**src/hw/rtl/status_blink_classifier_macros.svh**
```systemverilog
// assertion macros for the status blink classifier
`ifndef STATUS_BLINK_CLASSIFIER_MACROS_SVH
`define STATUS_BLINK_CLASSIFIER_MACROS_SVH

// same-cycle implication, held off during reset
`define SBC_ASSERT_SAME(label, clk, rst, ante, cons) \
  label: assert property (@(posedge clk) disable iff (rst) (ante) |-> (cons)) \
    else $error("sbc assertion failed");

// next-cycle implication, held off during reset
`define SBC_ASSERT_NEXT(label, clk, rst, ante, cons) \
  label: assert property (@(posedge clk) disable iff (rst) (ante) |=> (cons)) \
    else $error("sbc assertion failed");

`endif

```
**src/hw/rtl/sbc_pkg.sv**
```systemverilog
// shared types, constants and helpers of the status blink classifier
package sbc_pkg;

  localparam int TIME_BITS  = 16;
  localparam int REG_W      = 16;
  localparam int CMP_W      = (TIME_BITS > REG_W) ? TIME_BITS : REG_W;
  localparam int CFG_IDX_W  = 8;

  localparam logic [CFG_IDX_W-1:0] REG_BATTERY_QUIET   = CFG_IDX_W'(0);
  localparam logic [CFG_IDX_W-1:0] REG_CHARGING_PERIOD = CFG_IDX_W'(1);
  localparam logic [CFG_IDX_W-1:0] REG_ERROR_PERIOD    = CFG_IDX_W'(2);
  localparam logic [CFG_IDX_W-1:0] REG_CHARGER_QUIET   = CFG_IDX_W'(3);

  localparam logic [REG_W-1:0] BATTERY_QUIET_RST   = REG_W'(3000);
  localparam logic [REG_W-1:0] CHARGING_PERIOD_RST = REG_W'(2000);
  localparam logic [REG_W-1:0] ERROR_PERIOD_RST    = REG_W'(400);
  localparam logic [REG_W-1:0] CHARGER_QUIET_RST   = REG_W'(500);

  typedef logic [TIME_BITS-1:0] sbc_time_t;

  typedef struct packed {
    logic [REG_W-1:0] battery_quiet_timeout;
    logic [REG_W-1:0] charging_blink_period;
    logic [REG_W-1:0] error_blink_period;
    logic [REG_W-1:0] charger_quiet_timeout;
  } sbc_cfg_t;

  typedef struct packed {
    logic      bat_level;
    logic      chg_level;
    sbc_time_t bat_since;
    sbc_time_t bat_interval;
    sbc_time_t chg_since;
  } sbc_state_t;

  typedef struct packed {
    logic battery_charged;
    logic battery_charging;
    logic battery_fault;
    logic supply_connected;
    logic charger_fault;
  } sbc_flags_t;

  // saturating increment of a time count
  function automatic sbc_time_t sat_inc(input sbc_time_t v);
    return (v == '1) ? v : v + sbc_time_t'(1);
  endfunction

  // |a - b| for two values already extended to CMP_W bits
  function automatic logic [CMP_W-1:0] abs_diff(input logic [CMP_W-1:0] a,
                                                input logic [CMP_W-1:0] b);
    logic [CMP_W:0] d;
    logic [CMP_W:0] m;
    d = {1'b0, a} - {1'b0, b};
    m = d[CMP_W] ? (~d + (CMP_W+1)'(1)) : d;
    return m[CMP_W-1:0];
  endfunction

endpackage

```
**src/hw/rtl/sbc_classify.sv**
```systemverilog
// flag decode from updated counts, levels and configuration
module sbc_classify import sbc_pkg::*; (
  input  sbc_state_t state,
  input  sbc_cfg_t   cfg,
  output sbc_flags_t flags
);

  logic             bat_quiet;
  logic             chg_quiet;
  logic [CMP_W-1:0] interval_x;
  logic [CMP_W-1:0] dist_chg;
  logic [CMP_W-1:0] dist_err;

  assign bat_quiet  = CMP_W'(state.bat_since) >= CMP_W'(cfg.battery_quiet_timeout);
  assign chg_quiet  = CMP_W'(state.chg_since) >= CMP_W'(cfg.charger_quiet_timeout);
  assign interval_x = CMP_W'(state.bat_interval);
  assign dist_chg   = abs_diff(CMP_W'(cfg.charging_blink_period), interval_x);
  assign dist_err   = abs_diff(CMP_W'(cfg.error_blink_period), interval_x);

  // a tie between the two periods sets neither blink flag
  assign flags.battery_charged  = bat_quiet & state.bat_level;
  assign flags.battery_charging = ~bat_quiet & (dist_chg < dist_err);
  assign flags.battery_fault    = ~bat_quiet & (dist_err < dist_chg);
  assign flags.supply_connected = chg_quiet & state.chg_level;
  assign flags.charger_fault    = ~chg_quiet;

endmodule

```
**config.mk**
```make
export PLATFORM = sky130hd
export DESIGN_NAME = sbc_classify
export DESIGN_NICKNAME = d
export VERILOG_FILES = /design/src/hw/rtl/status_blink_classifier_macros.svh /design/src/hw/rtl/sbc_pkg.sv /design/src/hw/rtl/sbc_classify.sv
export SDC_FILE = /design/constraint.sdc
export NUM_CORES = 1
export LEC_CHECK = 0
export BUFFER_PORTS_ARGS = -buffer_cell sky130_fd_sc_hd__buf_2
export CORE_ASPECT_RATIO = 1.75
export CORE_MARGIN = 2
export CORE_UTILIZATION = 48
export DETAILED_ROUTE_END_ITERATION = 8
export PLACE_DENSITY = 0.8
export SLEW_MARGIN = 20
export SYNTH_ARGS = -nofsm -noshare
export SYNTH_HDL_FRONTEND = slang
export SYNTH_SLANG_ARGS = --single-unit
```
**constraint.sdc**
```tcl
create_clock -name vclk -period 6.9
set_clock_uncertainty 0.2 [all_clocks]
set_input_delay 1.38 -clock vclk [all_inputs]
set_output_delay 1.38 -clock vclk [all_outputs]
set_load 0.01 [all_outputs]
```
Word level (Yosys, flattened, before mapping). Index checks and enable logic that the tools add are counted.

ROM bits: 0. Register bits after elaboration: 0. Output and inout bits: 5. Bits in latches: 0. Input bits: 114. Logic and storage cells: 18. Memories: 0. Memory bits (writable): 0.

Shifts and indexed selects: 0. Reduce and logical (&&, ||, !) cells: 0. Eq/ne operators: 0. Multipliers: 0. Bitwise gates (word level): 8. Order comparisons: 4. Multiplexer cells: 2. Add/subtract/negate cells: 4. Divide/modulo/power cells: 0.

Operators with widths (count): subtractor 16 x 16 -> 17 bit (2); adder 16 x 1 -> 16 bit, second input constant (2); greater-or-equal comparator 16 bit (2); < comparator 16 bit (2); two-way mux 16 bit (2); inverter 16 bit (2); bitwise AND 1 bit (4); inverter 1 bit (2).

Depth between registers and ports, before layout.
Depth in word-level cells: 6. Mapped depth: 24. Mapped depth without buffers: 23.

Worst setup path after synthesis. No wires, ideal clock.

Path kind: input port to output port. Start: in cfg[32] in the netlist's numbering. End: out flags[2] in the netlist's numbering. Setup slack: -0.184 ns. Arrival time: 5.504 ns. Path buffers: 1. Data required time: 5.320 ns. Stages on the path: 24. Cells stage by stage: inv_1 > ha_1 > inv_1 > fa_1 > a211oi_2 > o21bai_1 > a41o_1 > and4_1 > o31a_1 > or4_1 > o21ai_2 > buf_6 > nand2_1 > xor2_1 > ha_1 > nand3_1 > o221ai_1 > a211oi_1 > o21bai_1 > a21oi_1 > o21ai_0 > a21o_1 > a21oi_1 > nor2b_1.

RTL lines: from (decl) (line sbc_classify.sv:4) `input sbc_cfg_t cfg,`; to (decl) (line sbc_classify.sv:5) `output sbc_flags_t flags`.

==> summary.md <==
| Metric | Value |
|---|---|
| Die Wd | 67.0 µm |
| Pins Over Slew Limit | 0 |
| Nets | 833 |
| Net Sw Power | 306 µW |
| Cell Int Power | 300 µW |
| Fin crit share | 105% |
| Core Region | 6810 µm² |
| RSZ-0062 raised after global routing | true |
| Hold Startpoint | state[49] |
| P&R area growth vs syn | 38.3% |
| Fin Hold WS | 2860 ps |
| Seq cells | 0 |
| Detailed Place HPWL | 9020 µm |
| # DRC | 0 |
| CP Max Fanout | 7 |
| Fraction of layout cells with a size suffix above 1 | 34.3% |
| Clock power share | 0% |
| CLK BUF | 0 |
| P_leak | 0.00253 µW |
| CP Data Required Time | 5320 ps |
| Ys Warns | 0 |
| PD cells | 131 nW/µm² |
| Die Span Y | 114 µm |
| Port buffer count | 119 |
| Total die area | 7660 µm² |
| Gr ovfl total | 0 |
| Sequential power share | 0% |
| Initial Utilization | 49.0% |
| Final WS setup | -362 ps |
| Final ANT Viol Nets | 0 |
| Cells after Synth | 450 |
| RePlAce Congestion | 0.901 |
| Worst Hold Path Cells | 3 |
| Min cycle time layout | 7260 ps |
| Hold Path Class | in2out |
| Achievable Freq | 0.138 GHz |
| Total number of vias | 3974 |
| Post-Syn Area | 3330 µm² |
| DRT iter0 DRCs | 167 |
| Wirelength, routed | 10100 µm |
| Total track usage | 27.1% |
| Antenna violations before repair | 0 |
| Worst IR Drop VDD | 0.0604 mV |
| Core Rows | 40 |
| Max-Cap Viols | 0 |
| FILL cells | 610 |
| Avg Cell Area, Syn | 7.41 µm² |
| Comb power frac | 100.0% |
| WL/cell | 14.1 µm |
| Multiplexer area fraction after synthesis | 0.300% |
| DRT Pass-1 Iters | 4 |
| Post-synthesis compound-gate area fraction | 28.6% |
| Final Hold Vio Count | 0 |
| Slew margin rel. | 61.5% |
| Sw Share | 50.5% |
| Setup crit end kind | output pin |
| Synth cell types | 61 |
| Setup TNS | -713 ps |
| Detailed-route vias per instance | 5.54 |
| Number of global-route vias before repair | 4226 |
| Hold Path End | flags[4] |
| Post-synthesis sequential area ratio | 0% |
| Simple-Gate Fraction of Synth Area | 17.2% |
| Io pins | 119 |
| Syn Nets | 648 |
| Xor and xnor area share after synthesis | 13.6% |
| Largest net degree at the start of global routing | 8 |
| Slew @ Worst Pin | 572 ps |
| Arr. time, crit path | 5680 ps |
| Multi-input gate area | 3130 µm² |
| Failing checks | negative setup slack |
| First-pass GRT wire length | 16900 µm |
| Startpoint types | input pin |
| Status | finished with violations |
| Largest family of logic cells by synthesized area | adder cells |
| Post-Synth Adder-Cell Area | 32.0% |
| Crit path kind | in2out |
| # setup viols final | 2 |
| Register Area | 0 µm² |
| # diodes | 0 |
worst max-delay path by stage:
stage | slack [ps] | to | start
2_1_floorplan | 20 | flags[2] | cfg[32]
3_3_place_gp | -420 | flags[2] | cfg[32]
3_5_place_dp | -580 | flags[2] | cfg[32]
4_1_cts | -260 | flags[2] | cfg[32]
5_1_grt | -560 | flags[2] | cfg[32]
6_report | -360 | flags[2] | cfg[32]
metrics by stage:
step / utilization (%) / std cells / power (µW) / worst slack [ps] / instance area [µm²]
final: 67.8 / 717 / 605 / -362 / 4610
after global routing: 67.8 / 717 / 669 / -563 / 4610
after CTS: 67.6 / 717 / 592 / -262 / 4600
after detailed placement: 66.0 / 711 / 567 / -582 / 4490
after global placement: 66.0 / 711 / 544 / -416 / 4490
after floorplan: - / 450 / 376 / 18.0 / 3350
critical path: stages:
cell,delay [ps]
buf_6,100
inv_4,40
ha_4,120
inv_2,30
fa_2,360
a211oi_4,250
o21bai_1,140
a41o_1,230
and4_1,160
o31a_1,270
or4_4,500
o21ai_4,130
nand2b_1,110
xnor2_1,140
ha_1,330
a21oi_2,140
o221ai_1,120
a211oi_1,220
o21bai_1,90
a21oi_1,150
o21ai_1,80
a21o_1,170
a21oi_2,150
nor2b_4,160
buf_6,110
cells by family (layout without fill, tap and decap cells):
family,after synthesis,in the layout
compound gates,138,138
buf+inv,72,255
xor+xnor,50,50
simple gates,105,105
mux,1,1
fa+ha+maj,84,84
layout make-up:
cell class	count	area share, %
Multi-Input combinational cell	378	67.8
Timing Repair Buffer	187	24.4
Tap cell	84	2.28
Inverter	68	5.59
per-layer routing:
| layer | vias to the layer above | wire length, µm | GRT usage [%] |
|---|---|---|---|
| li1 | 1987 | - | - |
| met1 | 1846 | 3440 | 25.6 |
| met2 | 99 | 5920 | 55.1 |
| met3 | 42 | 238 | 1.57 |
| met4 | 0 | 522 | 12.9 |
| met5 | - | 0 | 0 |
layout by cell type, fill, tap and decap left out, drive strengths merged, types with 3 or more instances in the layout:
master | Yosys | routed
xor2 | 15 | 15
or3 | 5 | 5
nand2b | 10 | 10
o31a | 4 | 4
a21o | 13 | 13
o31ai | 7 | 7
o21ai | 37 | 37
nor2 | 22 | 22
a211oi | 9 | 9
xnor2 | 35 | 35
nor3 | 7 | 7
nor2b | 8 | 8
o21a | 7 | 7
o21bai | 5 | 5
a21oi | 28 | 28
buf | 1 | 187
ha | 82 | 82
a2111oi | 5 | 5
o211ai | 3 | 3
inv | 68 | 68
and2 | 4 | 4
nand2 | 22 | 22
nand3 | 11 | 11
Yosys cell counts, types with 2 or more instances:
cell / instances / share of area (%)
or3_1: 4 / 0.75
o31a_1: 4 / 1.1
o21a_1: 7 / 1.6
nand3_1: 11 / 1.7
and2_1: 4 / 0.75
xnor2_1: 35 / 9.2
o21bai_1: 5 / 1.1
nor2_1: 22 / 2.5
nor2b_1: 8 / 1.5
a31o_2: 2 / 0.53
xor2_2: 2 / 0.98
a21oi_1: 26 / 3.9
o31ai_1: 6 / 1.4
a41oi_1: 2 / 0.53
a211o_1: 2 / 0.53
inv_1: 68 / 7.7
xor2_1: 13 / 3.4
or2_2: 2 / 0.38
a21oi_2: 2 / 0.53
a211oi_1: 8 / 1.8
fa_1: 2 / 1.2
nand2_1: 22 / 2.5
or4_1: 2 / 0.45
nand2b_1: 10 / 1.9
o211ai_1: 3 / 0.68
nor4_1: 2 / 0.38
nand4_1: 2 / 0.38
o21ai_0: 34 / 5.1
nor3_1: 6 / 0.90
ha_1: 82 / 31
clkbuf_1: 3 / 0.34
a2111oi_0: 5 / 1.3
a21o_1: 13 / 2.9
and4_1: 2 / 0.53
nand4bb_1: 2 / 0.68
o21ai_1: 2 / 0.30
timing repair:
item,CTS,global route
endpoints found under the setup margin,2,2
hold buffers,0,0
gates resized for setup,15,3
buffers inserted,6,0
pin swaps,9,0
power groups by stage:
| stage | Sequential [µW] | Clock [µW] | Combinational (µW) |
|---|---|---|---|
| after floorplan | 0 | 0 | 376 |
| after global placement | 0 | 0 | 544 |
| after detailed placement | 0 | 0 | 567 |
| after CTS | 0 | 0 | 592 |
| after global routing | 0 | 0 | 669 |
| final | 0 | 0 | 605 |
Power figures use the tool's default switching activity.
