`src/hw/rtl/status_blink_classifier_macros.svh`:
```
// assertion macros for the status blink classifier
`ifndef STATUS_BLINK_CLASSIFIER_MACROS_SVH
`define STATUS_BLINK_CLASSIFIER_MACROS_SVH

// same-cycle implication, held off during reset
`define SBC_ASSERT_SAME(label, clk, rst, ante, cons) \
  label: assert property (@(posedge clk) disable iff (rst) (ante) |-> (cons)) \
    else $error("sbc assertion failed");

// next-cycle implication, held off during reset
`define SBC_ASSERT_NEXT(label, clk, rst, ante, cons) \
  label: assert property (@(posedge clk) disable iff (rst) (ante) |=> (cons)) \
    else $error("sbc assertion failed");

`endif

```
`src/hw/rtl/sbc_pkg.sv`:
```
// shared types, constants and helpers of the status blink classifier
package sbc_pkg;

  localparam int TIME_BITS  = 16;
  localparam int REG_W      = 16;
  localparam int CMP_W      = (TIME_BITS > REG_W) ? TIME_BITS : REG_W;
  localparam int CFG_IDX_W  = 8;

  localparam logic [CFG_IDX_W-1:0] REG_BATTERY_QUIET   = CFG_IDX_W'(0);
  localparam logic [CFG_IDX_W-1:0] REG_CHARGING_PERIOD = CFG_IDX_W'(1);
  localparam logic [CFG_IDX_W-1:0] REG_ERROR_PERIOD    = CFG_IDX_W'(2);
  localparam logic [CFG_IDX_W-1:0] REG_CHARGER_QUIET   = CFG_IDX_W'(3);

  localparam logic [REG_W-1:0] BATTERY_QUIET_RST   = REG_W'(3000);
  localparam logic [REG_W-1:0] CHARGING_PERIOD_RST = REG_W'(2000);
  localparam logic [REG_W-1:0] ERROR_PERIOD_RST    = REG_W'(400);
  localparam logic [REG_W-1:0] CHARGER_QUIET_RST   = REG_W'(500);

  typedef logic [TIME_BITS-1:0] sbc_time_t;

  typedef struct packed {
    logic [REG_W-1:0] battery_quiet_timeout;
    logic [REG_W-1:0] charging_blink_period;
    logic [REG_W-1:0] error_blink_period;
    logic [REG_W-1:0] charger_quiet_timeout;
  } sbc_cfg_t;

  typedef struct packed {
    logic      bat_level;
    logic      chg_level;
    sbc_time_t bat_since;
    sbc_time_t bat_interval;
    sbc_time_t chg_since;
  } sbc_state_t;

  typedef struct packed {
    logic battery_charged;
    logic battery_charging;
    logic battery_fault;
    logic supply_connected;
    logic charger_fault;
  } sbc_flags_t;

  // saturating increment of a time count
  function automatic sbc_time_t sat_inc(input sbc_time_t v);
    return (v == '1) ? v : v + sbc_time_t'(1);
  endfunction

  // |a - b| for two values already extended to CMP_W bits
  function automatic logic [CMP_W-1:0] abs_diff(input logic [CMP_W-1:0] a,
                                                input logic [CMP_W-1:0] b);
    logic [CMP_W:0] d;
    logic [CMP_W:0] m;
    d = {1'b0, a} - {1'b0, b};
    m = d[CMP_W] ? (~d + (CMP_W+1)'(1)) : d;
    return m[CMP_W-1:0];
  endfunction

endpackage

```
`src/hw/rtl/sbc_tracker.sv`:
```
// edge detection and saturating since-edge / interval counters
module sbc_tracker import sbc_pkg::*; (
  input  logic       clk,
  input  logic       rst,
  input  logic       load,
  input  logic       battery_level,
  input  logic       charger_level,
  output sbc_state_t state
);

  logic       bat_edge;
  logic       chg_edge;
  sbc_time_t  bat_since_inc;
  sbc_state_t state_next;

  assign bat_edge      = battery_level & ~state.bat_level;
  assign chg_edge      = charger_level & ~state.chg_level;
  assign bat_since_inc = sat_inc(state.bat_since);

  always_comb begin
    state_next.bat_level    = battery_level;
    state_next.chg_level    = charger_level;
    state_next.bat_since    = bat_edge ? '0 : bat_since_inc;
    state_next.bat_interval = bat_edge ? bat_since_inc : state.bat_interval;
    state_next.chg_since    = chg_edge ? '0 : sat_inc(state.chg_since);
  end

  always_ff @(posedge clk) begin
    if (rst) begin
      state.bat_level    <= 1'b1;
      state.chg_level    <= 1'b1;
      state.bat_since    <= '0;
      state.bat_interval <= '0;
      state.chg_since    <= '0;
    end else if (load) begin
      state <= state_next;
    end
  end

endmodule

```
`config.mk`:
```
export PLATFORM = sky130hd
export DESIGN_NAME = sbc_tracker
export DESIGN_NICKNAME = d
export VERILOG_FILES = /design/src/hw/rtl/status_blink_classifier_macros.svh /design/src/hw/rtl/sbc_pkg.sv /design/src/hw/rtl/sbc_tracker.sv
export SDC_FILE = /design/constraint.sdc
export NUM_CORES = 1
export LEC_CHECK = 0
export BUFFER_PORTS_ARGS = -buffer_cell sky130_fd_sc_hd__clkbuf_2
export CAP_MARGIN = 5
export CORE_ASPECT_RATIO = 0.5
export CORE_MARGIN = 3
export CORE_UTILIZATION = 55
export CTS_CLUSTER_SIZE = 24
export DETAILED_ROUTE_END_ITERATION = 8
export PLACE_DENSITY = 0.78
export SLEW_MARGIN = 15
export SYNTH_ARGS = -nofsm -noshare
export SYNTH_HDL_FRONTEND = slang
export SYNTH_SLANG_ARGS = --single-unit
export TNS_END_PERCENT = 20
```
`constraint.sdc`:
```
create_clock -name clk -period 2.39 [get_ports clk]
set_input_delay 0.3585 -clock clk [delete_from_list [all_inputs] [get_ports clk]]
set_output_delay 0.3585 -clock clk [all_outputs]
set_load 0.05 [all_outputs]
```
==> Word-level counts from Yosys, hierarchy flattened <==
Index checks and enable logic that the tools add are counted.
{ "op_classes": {"n_addsub": 2, "eq_ne": 3, "mux": 4, "n_bitwise": 4, "reduce_logical": 2} }
{ "op_table": {"columns": ["cell", "count"], "rows": [
  ["16-bit 2-to-1 mux", 4],
  ["16-bit by 1-bit adder with 16-bit output, second input constant", 2],
  ["16-bit equality test, second input constant", 2],
  ["2-bit AND reduction", 2],
  ["1-bit bitwise AND", 2],
  ["2-bit != test, second input constant", 1],
  ["1-bit inverter", 2]
]} }
{ "word_totals": {"regBits": 50, "in_bits": 5, "output_inout_bits": 50, "word_cells": 20} }

==> Longest topological paths before layout <==
{ "logic_depth": {"ltp_word": 4, "ltp_mapped": 7, "ltp_nobuf": 5} }

==> Worst setup path before layout <==
OpenSTA, ideal clock, no wires.
{ "synth_path": {"path_type": "flip-flop to flip-flop", "start": "register state[32] (netlist name)", "end": "register state[25] (netlist name)", "setup_ps": 91, "arrival_ps": 2024, "required_time_ps": 2299, "path_slack_ps": 275, "path_stages_with_launch": 6, "n_path_buf": 0, "period_less_slack_ps": 2115, "path_cell_list": "dfxtp_1 -> ha_1 -> nand3_2 -> nor4_2 -> o21ai_1 -> a311oi_1"} }
{ "synth_between": {"elab_chain_len": 2, "elab_cells_between_ends": 3, "cone_classes": "add/sub (1); eq/ne (1); mux (1)"} }
{ "synth_rtl": {"columns": ["item", "line", "rtl"], "rows": [
  ["start, declared", "sbc_tracker.sv:8", "output sbc_state_t state"],
  ["start signal, assigned", "sbc_tracker.sv:36", "state <= state_next;"],
  ["16-bit by 1-bit adder with 16-bit output / 16-bit equality test (equally long branches)", "sbc_pkg.sv:46", "return (v == '1) ? v : v + sbc_time_t'(1);"],
  ["16-bit 2-to-1 mux *", "sbc_pkg.sv:46", null]
]} }
Mark *: on every way between the ends. The rest lies on a longest branch, timed or not.
A chain may end at the register's enable or synchronous reset.

==> Worst setup path in the final report <==
{ "layout_path": {"start": "register state[32] (netlist name)", "end": "register state[32] (netlist name)"} }
{ "layout_between": {"elab_chain_len": 3, "elab_cells_between_ends": 4, "cone_classes": "add/sub (1); eq/ne (1); mux (2)"} }
{ "layout_rtl": {"columns": ["item", "line", "rtl"], "rows": [
  ["16-bit by 1-bit adder with 16-bit output / 16-bit equality test (equally long branches)", "sbc_pkg.sv:46", null],
  ["16-bit 2-to-1 mux *", "sbc_pkg.sv:46", null],
  ["16-bit 2-to-1 mux *", "sbc_tracker.sv:23", "state_next.bat_since = bat_edge ? '0 : bat_since_inc;"]
]} }
Marks and branches as above.

==> results.yml <==
outcome:
  status: "finished clean"
power:
  pwr-share-seq_pct: 56.7
  swShare_pct: 26.19
  comb_power_share_pct: 11.0
  p_per_area_mw_per_mm2: 478.9
  internal_power_w: 0.001120
  clkPwrFrac_pct: 32.2
  irDropWorstVdd_mv: 0.3247
  leakage_nw: 1.169
  p_sw_w: 0.0003975
global_route:
  grt_pass1_vias: 2528
  grt_util_all_layers_pct: 23.78
  grt_start_max_net_pins: 34
  gr-total-overflow: 0
  antenna_found_initial: 0
  grt_pass1_wl_um: 11780
cells_and_area:
  seqCellArea_mm2: 0.001001
  antenna_cells: 0
  largest_register_ffs: 50
  area_growth_pct: 14.88
  largest-register: "state"
  drive_gt1_share_pct: 23.20
  multi_input_area_mm2: 0.001639
  design_area_mm2: 0.003169
  reg_top3: "state: 50 flops"
  fill_cells: 416
  layout.nets: 383
worst_setup_path:
  path_buf_inv: 0
  worst-setup-path-type: "reg -> reg"
  start_kind: "flip-flop"
  max_stage_delay_ns: 0.44
  r2r_slack_ns: 0.34
  timing.rr.end: "state[32]"
  slowest_stage: "dfxtp_1"
  critPathRequiredTime_ns: 2.58
  rr_startpoint: "state[32]"
  reg2regPathDepth: 5
  crit_path_max_fanout: 9
  crit_arrival_ns: 2.24
  endpoint_kind: "flip-flop"
  cp_cell_sequence: "ha_1 -> nand3_2 -> nor2_2 -> nand2_1 -> a32o_1"
  cp_top_family: "simple AND/OR/NAND/NOR gates"
synthesis:
  syn_nets: 334
  ys_seq_area_share_pct: 36.28
  syn_area_mm2: 0.002759
  yosys_warnings: 0
  async_flop_share_pct: 0
  syn_avg_cell_area_um2: 8.437
  synth_edf_count: 0
  synthCells: 327
  yosys.cell_types.count: 60
  ys_ff_latch: 50
  synth-main-ff-cell: "dfxtp_1"
hold_path:
  min_to: "state[48]"
  hold_depth: 2
  min_from: "charger_level"
  hold_path.class: "in -> reg"
cts:
  cts-root-buf: "clkbuf_8"
  cts.sinks: 50
  htreeDepth: 2
  clk_pin_slew_worst_paths_ns: 0.09
  hold_buffers: 0
  clkLatencyLatePin_ns: 0.30
  cts_tree: "built"
  cts_setup_buffers: 0
  ctsResizeCount: 0
  max-clock-path-buffers: 2
  cts_buffers: 5
routing:
  met3RoutedLength_um: 464
  ant_nets: 0
  wire_per_inst_um: 15.86
  met1_length_um: 3171
  routed_wl_um: 6996
  dr.pass1.iters: 4
  via_count: 2759
  viasPerCell: 6.256
  drc: 0
  dr.max_layer_used: "met4"
  initialDrtViolationCount: 182
  wl_met2_um: 3346
die:
  ios: 55
  fp.coreArea_mm2: 0.004616
  start_util_pct: 59.77
  fp.dieH_um: 56.08
  core.rowCount: 17
  dieArea_mm2: 0.005953
  die_x_um: 106.2
placement:
  post_dp_cell_area_mm2: 0.003087
  gp_congestion: 0.8698
  portBuffers: 54
  post-place-ws_ns: 0.3563
  dp_hpwl_um: 5035
timing:
  rsz0062_at_grt: "no"
  finalCritPeriodShare_pct: 85.66
  setup_violations: 0
  setup_slack_ns: 0.3427
  slew_viol_final: 0
  min_period_ns: 2.047
  clock-skew-final_ns: 0.006502
  worstMarginPinSlew_ns: 0.7501
  fin_setup_tns_ns: 0
  slew_headroom_pct: 49.34
  fmax_mhz: 488.5
  hold_viol: 0
flow_run:
  cap_violations: 0
## cell usage after synthesis (2+ instances only)
cell	count	area [um2]
a2111o_1	6	67.56
a211o_1	2	17.52
a211oi_1	2	15.01
a21oi_1	25	125.1
a22oi_1	2	15.01
a311oi_1	3	26.28
a31o_2	3	26.28
a31oi_1	5	31.28
a32o_1	2	20.02
a41oi_1	2	17.52
and3_1	3	18.77
and3b_1	2	17.52
and4_1	5	43.79
buf_1	2	7.510
buf_2	8	40.04
buf_4	2	15.01
clkbuf_1	10	37.54
dfxtp_1	50	1001
ha_1	2	25.02
inv_1	5	18.77
mux2i_1	8	80.08
nand2_1	30	112.6
nand2b_1	6	37.54
nand3_1	16	80.08
nand3_2	2	20.02
nand3b_1	9	67.56
nand4_1	8	50.05
nor2_1	13	48.80
nor2b_1	5	31.28
nor3_1	7	35.03
nor4_1	3	18.77
nor4_2	2	25.02
o211ai_1	8	60.06
o21ai_0	20	100.1
o21bai_1	3	22.52
o31ai_1	6	45.04
o41ai_1	2	17.52
or2_2	3	18.77
or3_1	11	68.82
or4_1	3	22.52
xnor2_1	2	17.52
## per-stage QoR
step                      power, W  instances  utilization (%)  hold slack, ns
after floorplan           0.001003        327                -          0.4809
final                     0.001518        441            68.66          0.3102
after global placement    0.001043        435            66.87          0.4408
after detailed placement  0.001047        435            66.87          0.4576
after CTS                 0.001532        441            68.66          0.3089
after global routing      0.001577        441            68.66          0.3207
## worst max-delay path by stage
stage,startpoint,to,slack (ns),cells past startpoint
6_report,state[32],state[32],0.34,5
5_1_grt,state[32],state[30],0.14,5
4_1_cts,state[32],state[32],0.35,5
3_5_place_dp,state[32],state[32],0.36,5
3_3_place_gp,state[32],state[33],0.48,5
2_1_floorplan,state[32],state[25],0.28,5
## power groups by stage
stage | logic (W) | registers, W | clock network, W
6_report | 0.000168 | 0.000861 | 0.000489
4_1_cts | 0.000167 | 0.000861 | 0.000503
3_3_place_gp | 0.000163 | 0.000880 | 0
5_1_grt | 0.000180 | 0.000864 | 0.000532
3_5_place_dp | 0.000166 | 0.000881 | 0
2_1_floorplan | 0.0000728 | 0.000930 | 0
## layout by cell type, fill, tap and decap left out, types with 7 or more instances in the layout
| master | synthesis | routed |
|---|---|---|
| o211ai_1 | 8 | 8 |
| nor2_1 | 13 | 13 |
| buf_4 | 2 | 10 |
| o21ai_0 | 20 | 20 |
| a21oi_1 | 25 | 25 |
| mux2i_1 | 8 | 8 |
| nand3_1 | 16 | 16 |
| dfxtp_1 | 50 | 50 |
| clkbuf_2 | 0 | 54 |
| nand4_1 | 8 | 8 |
| nand2_1 | 30 | 30 |
| or3_1 | 11 | 11 |
| nor3_1 | 7 | 7 |
| nand3b_1 | 9 | 9 |
## layer usage
metal | global-route usage [%] | vias to the layer above
met5 | 0 | -
met4 | 4.244 | 0
met3 | 4.867 | 2
met2 | 41.76 | 88
met1 | 30.54 | 1318
li1 | - | 1351
## logic make-up (layout without fill, tap and decap cells)
group / Yosys count / after routing / share of synthesized area, %
XOR/XNOR: 2 / 2 / 0.6350
adder cells (fa/ha/maj): 2 / 2 / 0.9069
AND/OR/NAND/NOR: 137 / 137 / 29.71
flip-flops: 50 / 50 / 36.28
AO/OA/AOI/OAI: 101 / 101 / 25.26
multiplexers: 8 / 8 / 2.903
buffers and inverters: 27 / 75 / 4.309
## layout make-up
class	count	area share (%)
multi-input combinational	250	51.72
sequential	50	31.58
timing repair buffer	64	10.90
clock buffer	6	2.606
tap	66	2.606
inverter	5	0.5922
(Power assumes the default switching activity.)
