<file path="config.mk">
export PLATFORM = sky130hd
export DESIGN_NAME = sbc_cfg_regs
export DESIGN_NICKNAME = d
export VERILOG_FILES = /design/src/hw/rtl/status_blink_classifier_macros.svh /design/src/hw/rtl/sbc_pkg.sv /design/src/hw/rtl/sbc_cfg_regs.sv
export SDC_FILE = /design/constraint.sdc
export NUM_CORES = 1
export LEC_CHECK = 0
export BUFFER_PORTS_ARGS = -buffer_cell sky130_fd_sc_hd__buf_2
export CORE_MARGIN = 2
export CORE_UTILIZATION = 44
export DETAILED_ROUTE_END_ITERATION = 8
export GPL_TIMING_DRIVEN = 1
export PLACE_DENSITY = 0.72
export RECOVER_POWER = 100
export SYNTH_ARGS = -nofsm -noshare
export SYNTH_HDL_FRONTEND = slang
export SYNTH_SLANG_ARGS = --single-unit
export TNS_END_PERCENT = 10
</file>
<file path="constraint.sdc">
create_clock -name clk -period 1.15 [get_ports clk]
set_input_delay 0.115 -clock clk [delete_from_list [all_inputs] [get_ports clk]]
set_output_delay 0.115 -clock clk [all_outputs]
set_load 0.01 [all_outputs]
</file>
<file path="src/hw/rtl/status_blink_classifier_macros.svh">
// assertion macros for the status blink classifier
`ifndef STATUS_BLINK_CLASSIFIER_MACROS_SVH
`define STATUS_BLINK_CLASSIFIER_MACROS_SVH

// same-cycle implication, held off during reset
`define SBC_ASSERT_SAME(label, clk, rst, ante, cons) \
  label: assert property (@(posedge clk) disable iff (rst) (ante) |-> (cons)) \
    else $error("sbc assertion failed");

// next-cycle implication, held off during reset
`define SBC_ASSERT_NEXT(label, clk, rst, ante, cons) \
  label: assert property (@(posedge clk) disable iff (rst) (ante) |=> (cons)) \
    else $error("sbc assertion failed");

`endif

</file>
<file path="src/hw/rtl/sbc_pkg.sv">
// shared types, constants and helpers of the status blink classifier
package sbc_pkg;

  localparam int TIME_BITS  = 16;
  localparam int REG_W      = 16;
  localparam int CMP_W      = (TIME_BITS > REG_W) ? TIME_BITS : REG_W;
  localparam int CFG_IDX_W  = 8;

  localparam logic [CFG_IDX_W-1:0] REG_BATTERY_QUIET   = CFG_IDX_W'(0);
  localparam logic [CFG_IDX_W-1:0] REG_CHARGING_PERIOD = CFG_IDX_W'(1);
  localparam logic [CFG_IDX_W-1:0] REG_ERROR_PERIOD    = CFG_IDX_W'(2);
  localparam logic [CFG_IDX_W-1:0] REG_CHARGER_QUIET   = CFG_IDX_W'(3);

  localparam logic [REG_W-1:0] BATTERY_QUIET_RST   = REG_W'(3000);
  localparam logic [REG_W-1:0] CHARGING_PERIOD_RST = REG_W'(2000);
  localparam logic [REG_W-1:0] ERROR_PERIOD_RST    = REG_W'(400);
  localparam logic [REG_W-1:0] CHARGER_QUIET_RST   = REG_W'(500);

  typedef logic [TIME_BITS-1:0] sbc_time_t;

  typedef struct packed {
    logic [REG_W-1:0] battery_quiet_timeout;
    logic [REG_W-1:0] charging_blink_period;
    logic [REG_W-1:0] error_blink_period;
    logic [REG_W-1:0] charger_quiet_timeout;
  } sbc_cfg_t;

  typedef struct packed {
    logic      bat_level;
    logic      chg_level;
    sbc_time_t bat_since;
    sbc_time_t bat_interval;
    sbc_time_t chg_since;
  } sbc_state_t;

  typedef struct packed {
    logic battery_charged;
    logic battery_charging;
    logic battery_fault;
    logic supply_connected;
    logic charger_fault;
  } sbc_flags_t;

  // saturating increment of a time count
  function automatic sbc_time_t sat_inc(input sbc_time_t v);
    return (v == '1) ? v : v + sbc_time_t'(1);
  endfunction

  // |a - b| for two values already extended to CMP_W bits
  function automatic logic [CMP_W-1:0] abs_diff(input logic [CMP_W-1:0] a,
                                                input logic [CMP_W-1:0] b);
    logic [CMP_W:0] d;
    logic [CMP_W:0] m;
    d = {1'b0, a} - {1'b0, b};
    m = d[CMP_W] ? (~d + (CMP_W+1)'(1)) : d;
    return m[CMP_W-1:0];
  endfunction

endpackage

</file>
<file path="src/hw/rtl/sbc_cfg_regs.sv">
// configuration register file: timeouts and nominal blink periods
module sbc_cfg_regs import sbc_pkg::*; (
  input  logic                 clk,
  input  logic                 rst,
  input  logic                 wr_en,
  input  logic [CFG_IDX_W-1:0] wr_index,
  input  logic [REG_W-1:0]     wr_data,
  output sbc_cfg_t             cfg
);

  always_ff @(posedge clk) begin
    if (rst) begin
      cfg.battery_quiet_timeout <= BATTERY_QUIET_RST;
      cfg.charging_blink_period <= CHARGING_PERIOD_RST;
      cfg.error_blink_period    <= ERROR_PERIOD_RST;
      cfg.charger_quiet_timeout <= CHARGER_QUIET_RST;
    end else if (wr_en) begin
      unique case (wr_index)
        REG_BATTERY_QUIET:   cfg.battery_quiet_timeout <= wr_data;
        REG_CHARGING_PERIOD: cfg.charging_blink_period <= wr_data;
        REG_ERROR_PERIOD:    cfg.error_blink_period    <= wr_data;
        REG_CHARGER_QUIET:   cfg.charger_quiet_timeout <= wr_data;
        default: ;
      endcase
    end
  end

endmodule

</file>
# --- Word-level counts from Yosys, hierarchy flattened ---
# Cells that the tools add are included.
word_totals:
  reg_bits: 64
  in_bits: 27
  elab_cells: 12
classes:
  n_eq_ne: 3
  reduce_logical: 5
op_table:
  columns: ["cell", "n"]
  rows:
  - ["8-bit by 2-bit == test with 1-bit output, second input constant", 2]
  - ["8-bit by 1-bit == test with 1-bit output, second input constant", 1]
  - ["8-bit zero test", 1]
  - ["2-bit AND reduction", 4]

# --- Depth between registers and ports, before layout ---
# Gate-level depths: netlist of run 1.
logic_depth:
  word_depth: 2
  ltp_mapped: 5

# --- Least setup slack after synthesis of run 1 ---
# No wires, ideal clock.
synth_timing:
  kind: "input to register"
  from: "input port wr_index[6]"
  to: "register cfg[44] (netlist name)"
  setup_ps: 72
  t_arrival_ps: 1148
  path_slack_ps: -69
  stages: 5
  n_path_buf: 2
  path_cell_list: "nor4b_4 > and4b_1 > buf_6 > buf_12 > mux2i_1"
synth_between:
  elab_chain_len: 2
synth_lines:
  columns: ["element", "line_no", "rtl"]
  rows:
  - ["start: declaration", "sbc_cfg_regs.sv:6", "input logic [CFG_IDX_W-1:0] wr_index,"]
  - ["8-bit by 1-bit == test with 1-bit output", "sbc_cfg_regs.sv:18", "unique case (wr_index)"]
  - ["2-bit AND reduction (no line)", null, null]
  - ["end: declaration", "sbc_cfg_regs.sv:8", "output sbc_cfg_t cfg"]
# Every way passes these cells.
# A chain may end at the register's enable or synchronous reset.

# --- Final worst setup path of run 1 ---
layout_timing:
  from: "input port wr_index[2]"
  to: "register cfg[2] (netlist name)"
layout_between:
  elab_chain_len: 2
layout_lines:
  columns: ["element", "line_no"]
  rows:
  - ["8-bit by 2-bit == test with 1-bit output", "sbc_cfg_regs.sv:18"]
  - ["2-bit AND reduction (no line)", null]
# Every way passes these cells.

==> qor.yml, run 1 <==
cts:
  post_cts_buffers: 0
  clockBufferDepth: 2
  clkSinkCount: 64
  cts_root_buf: "clkbuf_8"
  htree_levels: 3
  path_clk_slew_ns: 0.07
  hold_buffers: 0
  cts_tree: "yes"
  insertion_delay_ns: 0.34
  cts_made_buffers: 9
  cts-resized-gates: 0
setup_path:
  critPathTopFamily: "buffers and inverters"
  critPathKind: "primary input to flop"
  slowest_stage: "nor4b_4"
  r2r_end: "cfg[57]$_SDFFE_PP1P_"
  rr_worst_depth: 2
  timing.rr.start: "cfg[57]$_SDFFE_PP1P_"
  critPathRequiredTime_ns: 1.37
  max_stage_delay_ns: 0.34
  cp_num_buf_inv: 3
  critical_path.max_fanout: 10
  path_cells: "clkbuf_1, nor4b_4, clkbuf_1, nand4_4, clkbuf_4, mux2i_1"
  worstSetupEndpointType: "flop"
  worstSetupStartpointType: "primary input"
  reg2reg_slack_ns: 0.53
  cp_common_cell: "clkbuf_1"
  cp.arrival_ns: 1.23
detailed_routing:
  drc: 0
  vias_per_cell: 4.700
  ant_nets: 0
  first_pass_iters: 4
  wirelength_mm: 5.685
  vias: 1955
  first_iter_violations: 94
  wl_per_cell_um: 13.67
run_status:
  outcome: "completed"
yosys:
  synth-edff-count: 0
  syn_area_um2: 2602
  synth_top_cell_by_area: "dfxtp_1"
  netlist.area_leader.share: 0.4923
  synth_nets: 264
  yosys-top-cells-area: "dfxtp_1 (49%), mux2i_1 (25%), nand2b_1 (13%)"
  ys.flop_type: "dfxtp_1"
  ys_types: 13
  synth_common_cells: "dfxtp_1 (64), mux2i_1 (64), nand2b_1 (55)"
  avgSynthCellArea_um2: 10.98
  postSynthCellCount: 237
  ys_ff_latch: 64
  yosysSeqAreaShare: 0.4923
  async_flop_share: 0
  yosys_warnings: 0
timing:
  finalSetupTns_ns: 0
  relSlewSlack: 0.7833
  layout_min_cycle_time_ns: 1.006
  setup_viol: 0
  fin_crit_sh: 0.8745
  hold_viol_final: 0
  fin_skew_ns: 0
  finalMaxSlewViolations: 0
  rsz0062_at_grt: "false"
  worstMarginPinSlew_ns: 0.3250
  fmax_mhz: 994.4
layout:
  layout-area-overhead-vs-synth_pct: 24.71
  regMostFlops: "cfg"
  reg.largest.list: "cfg (64)"
  drive_gt1_frac: 0.1672
  largest_register_ffs: 64
  multi_input_area_um2: 1191
  utilization: 0.5581
  seqCellArea_um2: 1281
  fillers: 595
  nets: 363
  diodes: 0
  final_area_um2: 3246
  stdcell_count: 416
placement:
  port_buffers: 90
  dp_hpwl_mm: 4.170
  dp.cells: 400
  place_congestion: 0.7337
  place_area_um2: 3159
grt:
  antenna_found_initial: 0
  grt_max_degree: 40
  grt_pass1_vias: 1870
  globalRouteMet2Util: 0.2934
  track_usage: 0.1865
  use_met1: 0.2384
  grtUsageMet3: 0.05222
  busiest_layer: "met2"
  overflow: 0
  grt_pass1_wl_mm: 9.094
hold_path:
  hold_end: "cfg[42]$_SDFFE_PP1P_"
  worstHoldPathType: "primary input to flop"
  min-delay-start: "wr_data[10]"
  hold_path_depth: 3
floorplanning:
  row_count: 28
  die-area_um2: 6546
  core-area_um2: 5816
  fp.dieW_um: 80.91
  die-height_um: 80.91
  initial_utilization: 0.4475
  boundaryPins: 91
pwr:
  power.density_nw_per_um2: 1348
  power_mw: 4.375
  worst_ir_drop_vdd_uv: 763.0
  leakagePower_nw: 1.379
run:
  maxCapViolCount: 0
==> cells in the final DEF (no fill, tap or decap), types with 2 or more instances in the layout <==
| cell type | instances |
|---|---|
| clkbuf_8 | 9 |
| nor2_1 | 32 |
| buf_4 | 8 |
| clkbuf_1 | 66 |
| buf_2 | 25 |
| dfxtp_1 | 64 |
| mux2i_1 | 64 |
| nand2b_1 | 55 |
| clkbuf_2 | 3 |
| clkinv_4 | 3 |
| clkinvlp_4 | 2 |
==> how the worst max path moves through the flow <==
stage                 from                   end  depth (start not counted)
6_report       wr_index[2]   cfg[2]$_SDFFE_PP1P_                          6
3_3_place_gp   wr_index[2]  cfg[33]$_SDFFE_PP0P_                          5
3_5_place_dp   wr_index[2]  cfg[57]$_SDFFE_PP1P_                          5
5_1_grt        wr_index[2]   cfg[2]$_SDFFE_PP1P_                          6
4_1_cts        wr_index[2]  cfg[60]$_SDFFE_PP0P_                          5
2_1_floorplan  wr_index[2]  cfg[52]$_SDFFE_PP1P_                          5
==> metal layers <==
metal | vias to the layer above | part of all wire
li1 | 981 | -
met1 | 914 | 0.46
met2 | 50 | 0.47
met3 | 10 | 0.052
met4 | 0 | 0.018
met5 | - | 0
==> area by class of cell <==
type                       count  share of cell area
timing repair buffer         104              0.1465
clock buffer                   9             0.03817
multi-input combinational    157              0.3670
tap                           75             0.02891
clock inverter                 7             0.02467
sequential                    64              0.3948
==> metrics by stage <==
step,worst slack (ns),hold WS (ns)
2_1_floorplan,-0.06633,0.2764
3_3_place_gp,-0.1544,0.3876
3_5_place_dp,-0.1826,0.4069
4_1_cts,0.1761,0.03683
5_1_grt,0.05619,0.07344
6_report,0.1444,0.05447
==> tightest hold or removal path, delay by kind of cell <==
family / cells / cell delay, ns
mux: 1 / 0.11
simple gates: 1 / 0.04
buf+inv: 1 / 0.09
==> where the power goes <==
group          switching, mW  leakage [nW]  internal, mW
sequential           0.00150         0.516          2.22
combinational          0.105         0.767        0.0979
clock                  0.936        0.0960          1.02
total                   1.04          1.38          3.33
==> cells by family after synthesis <==
kind of cell | after synthesis | share of synthesized area
buf+inv | 16 | 0.05000
simple gates | 93 | 0.2115
flops | 64 | 0.4923
mux | 64 | 0.2462
(Power assumes the default switching activity.)
==> inputs of run 2 (changes only) <==
Settings changed: BUFFER_PORTS_ARGS -buffer_cell sky130_fd_sc_hd__buf_2 to not set, CORE_ASPECT_RATIO set to 1.4, CORE_UTILIZATION 44 to 56, DONT_BUFFER_PORTS set to 1, PLACE_DENSITY 0.72 to 0.71.
==> qor.yml, run 2 (synthesized netlist as in run 1, its figures left out) <==
run_status:
  outcome: "complete, but fails checks"
  violations: "negative hold slack"
layout:
  final_cell_mix: "mux2i_1 (64), dfxtp_1 (64), nand2b_1 (55), nor2_1 (32), clkbuf_8 (10)"
  utilization: 0.6301
  drive_gt1_frac: 0.1044
  seqCellArea_um2: 1281
  layout-area-overhead-vs-synth_pct: 8.942
  reg.largest.list: "cfg (64)"
  diodes: 0
  fillers: 393
  final_area_um2: 2835
  regMostFlops: "cfg"
  nets: 271
  multi_input_area_um2: 1176
  largest_register_ffs: 64
timing:
  timing.hold.ws_ns: -0.02367
  layout_min_cycle_time_ns: 0.9710
  rsz0062_at_grt: "false"
  relSlewSlack: 0.7606
  setup_viol: 0
  hold_viol_final: 22
  fin_crit_sh: 0.8443
  fmax_mhz: 1030
  finalMaxSlewViolations: 0
  worstMarginPinSlew_ns: 0.3591
  fin_skew_ns: 0
pwr:
  leakagePower_nw: 1.198
  power.density_nw_per_um2: 1561
  worst_ir_drop_vdd_uv: 1201
  power_mw: 4.427
cts:
  cts-resized-gates: 0
  clkSinkCount: 64
  cts_made_buffers: 9
  post_cts_buffers: 0
  path_clk_slew_ns: 0.07
  hold_buffers: 4
  cts_root_buf: "clkbuf_8"
  insertion_delay_ns: 0.33
  cts_tree: "yes"
  htree_levels: 3
  clockBufferDepth: 2
setup_path:
  worstSetupEndpointType: "flop"
  critical_path.max_fanout: 8
  critPathKind: "primary input to flop"
  worstSetupStartpointType: "primary input"
  reg2reg_slack_ns: 0.46
  critPathRequiredTime_ns: 1.40
  cp.arrival_ns: 1.23
detailed_routing:
  wirelength_mm: 5.235
  drc: 0
  vias: 1690
  wl_per_cell_um: 16.83
  vias_per_cell: 5.434
  ant_nets: 0
  first_iter_violations: 82
  first_pass_iters: 4
floorplanning:
  initial_utilization: 0.5784
  die-height_um: 84.66
  die-area_um2: 5216
  row_count: 29
  boundaryPins: 91
  fp.dieW_um: 61.62
  core-area_um2: 4499
grt:
  grt_pass1_vias: 1730
  track_usage: 0.2147
  antenna_found_initial: 0
  grt_pass1_wl_mm: 8.231
  grt_max_degree: 88
  overflow: 0
placement:
  place_area_um2: 2635
  dp_hpwl_mm: 3.706
  place_congestion: 0.6688
  port_buffers: 0
hold_path:
  worstHoldPathType: "primary input to flop"
run:
  maxCapViolCount: 0
==> run 2: changes by cell type in the layout (fill, tap and decap cells not counted), moves of 4 or more <==
cell           previous run  this run
buf_4                     8         0
clkbuf_1                 66         0
clkbuf_2                  3         8
buf_2                    25         0
dlygate4sd3_1             0         4
==> run 2: cell type report <==
class / instances / area share
clock buffer: 10 / 0.04854
clock inverter: 6 / 0.02913
multi-input combinational: 157 / 0.4148
sequential: 64 / 0.4519
tap: 62 / 0.02736
timing repair buffer: 12 / 0.02824
==> run 2: per-layer routing <==
| layer | vias to the layer above | part of all wire | track usage |
|---|---|---|---|
| met3 | 8 | 0.085 | 0.08320 |
| met4 | 0 | 0.018 | 0.09478 |
| li1 | 803 | - | - |
| met1 | 807 | 0.37 | 0.2362 |
| met2 | 72 | 0.53 | 0.3531 |
| met5 | - | 0 | 0 |
==> run 2: path summary, 6_finish.rpt <==
path,startpoint,end,depth (start not counted)
worst max-delay path,wr_index[2],cfg[46]$_SDFFE_PP0P_,4
worst min-delay path,wr_data[5],cfg[5]$_SDFFE_PP1P_,2
worst max register to register,cfg[0]$_SDFFE_PP0P_,cfg[0]$_SDFFE_PP0P_,2
worst min register to register,cfg[61]$_SDFFE_PP0P_,cfg[61]$_SDFFE_PP0P_,2
==> run 2: critical path, cell delays in order <==
cell and delay [ns]:
nor4b_4 0.32, and4b_1 0.25, clkbuf_2 0.29, mux2i_1 0.24
==> run 2: where the power goes <==
part / switching, mW / internal [mW] / leakage (nW) / total, mW
Clock: 0.836 / 1.27 / 0.112 / 2.10
Sequential: 0.00329 / 2.22 / 0.516 / 2.22
Combinational: 0.0407 / 0.0606 / 0.570 / 0.101
==> run 2: stage by stage <==
step	cells	TNS [ns]	worst slack (ns)	hold slack, ns
finish	311	0	0.1790	-0.02367
global placement	291	-2.277	-0.09363	0.2804
global route	311	0	0.09728	-0.05244
floorplan	237	-1.320	-0.06633	0.2764
CTS	311	0	0.2182	-0.06082
detailed placement	291	-3.763	-0.1377	0.2896
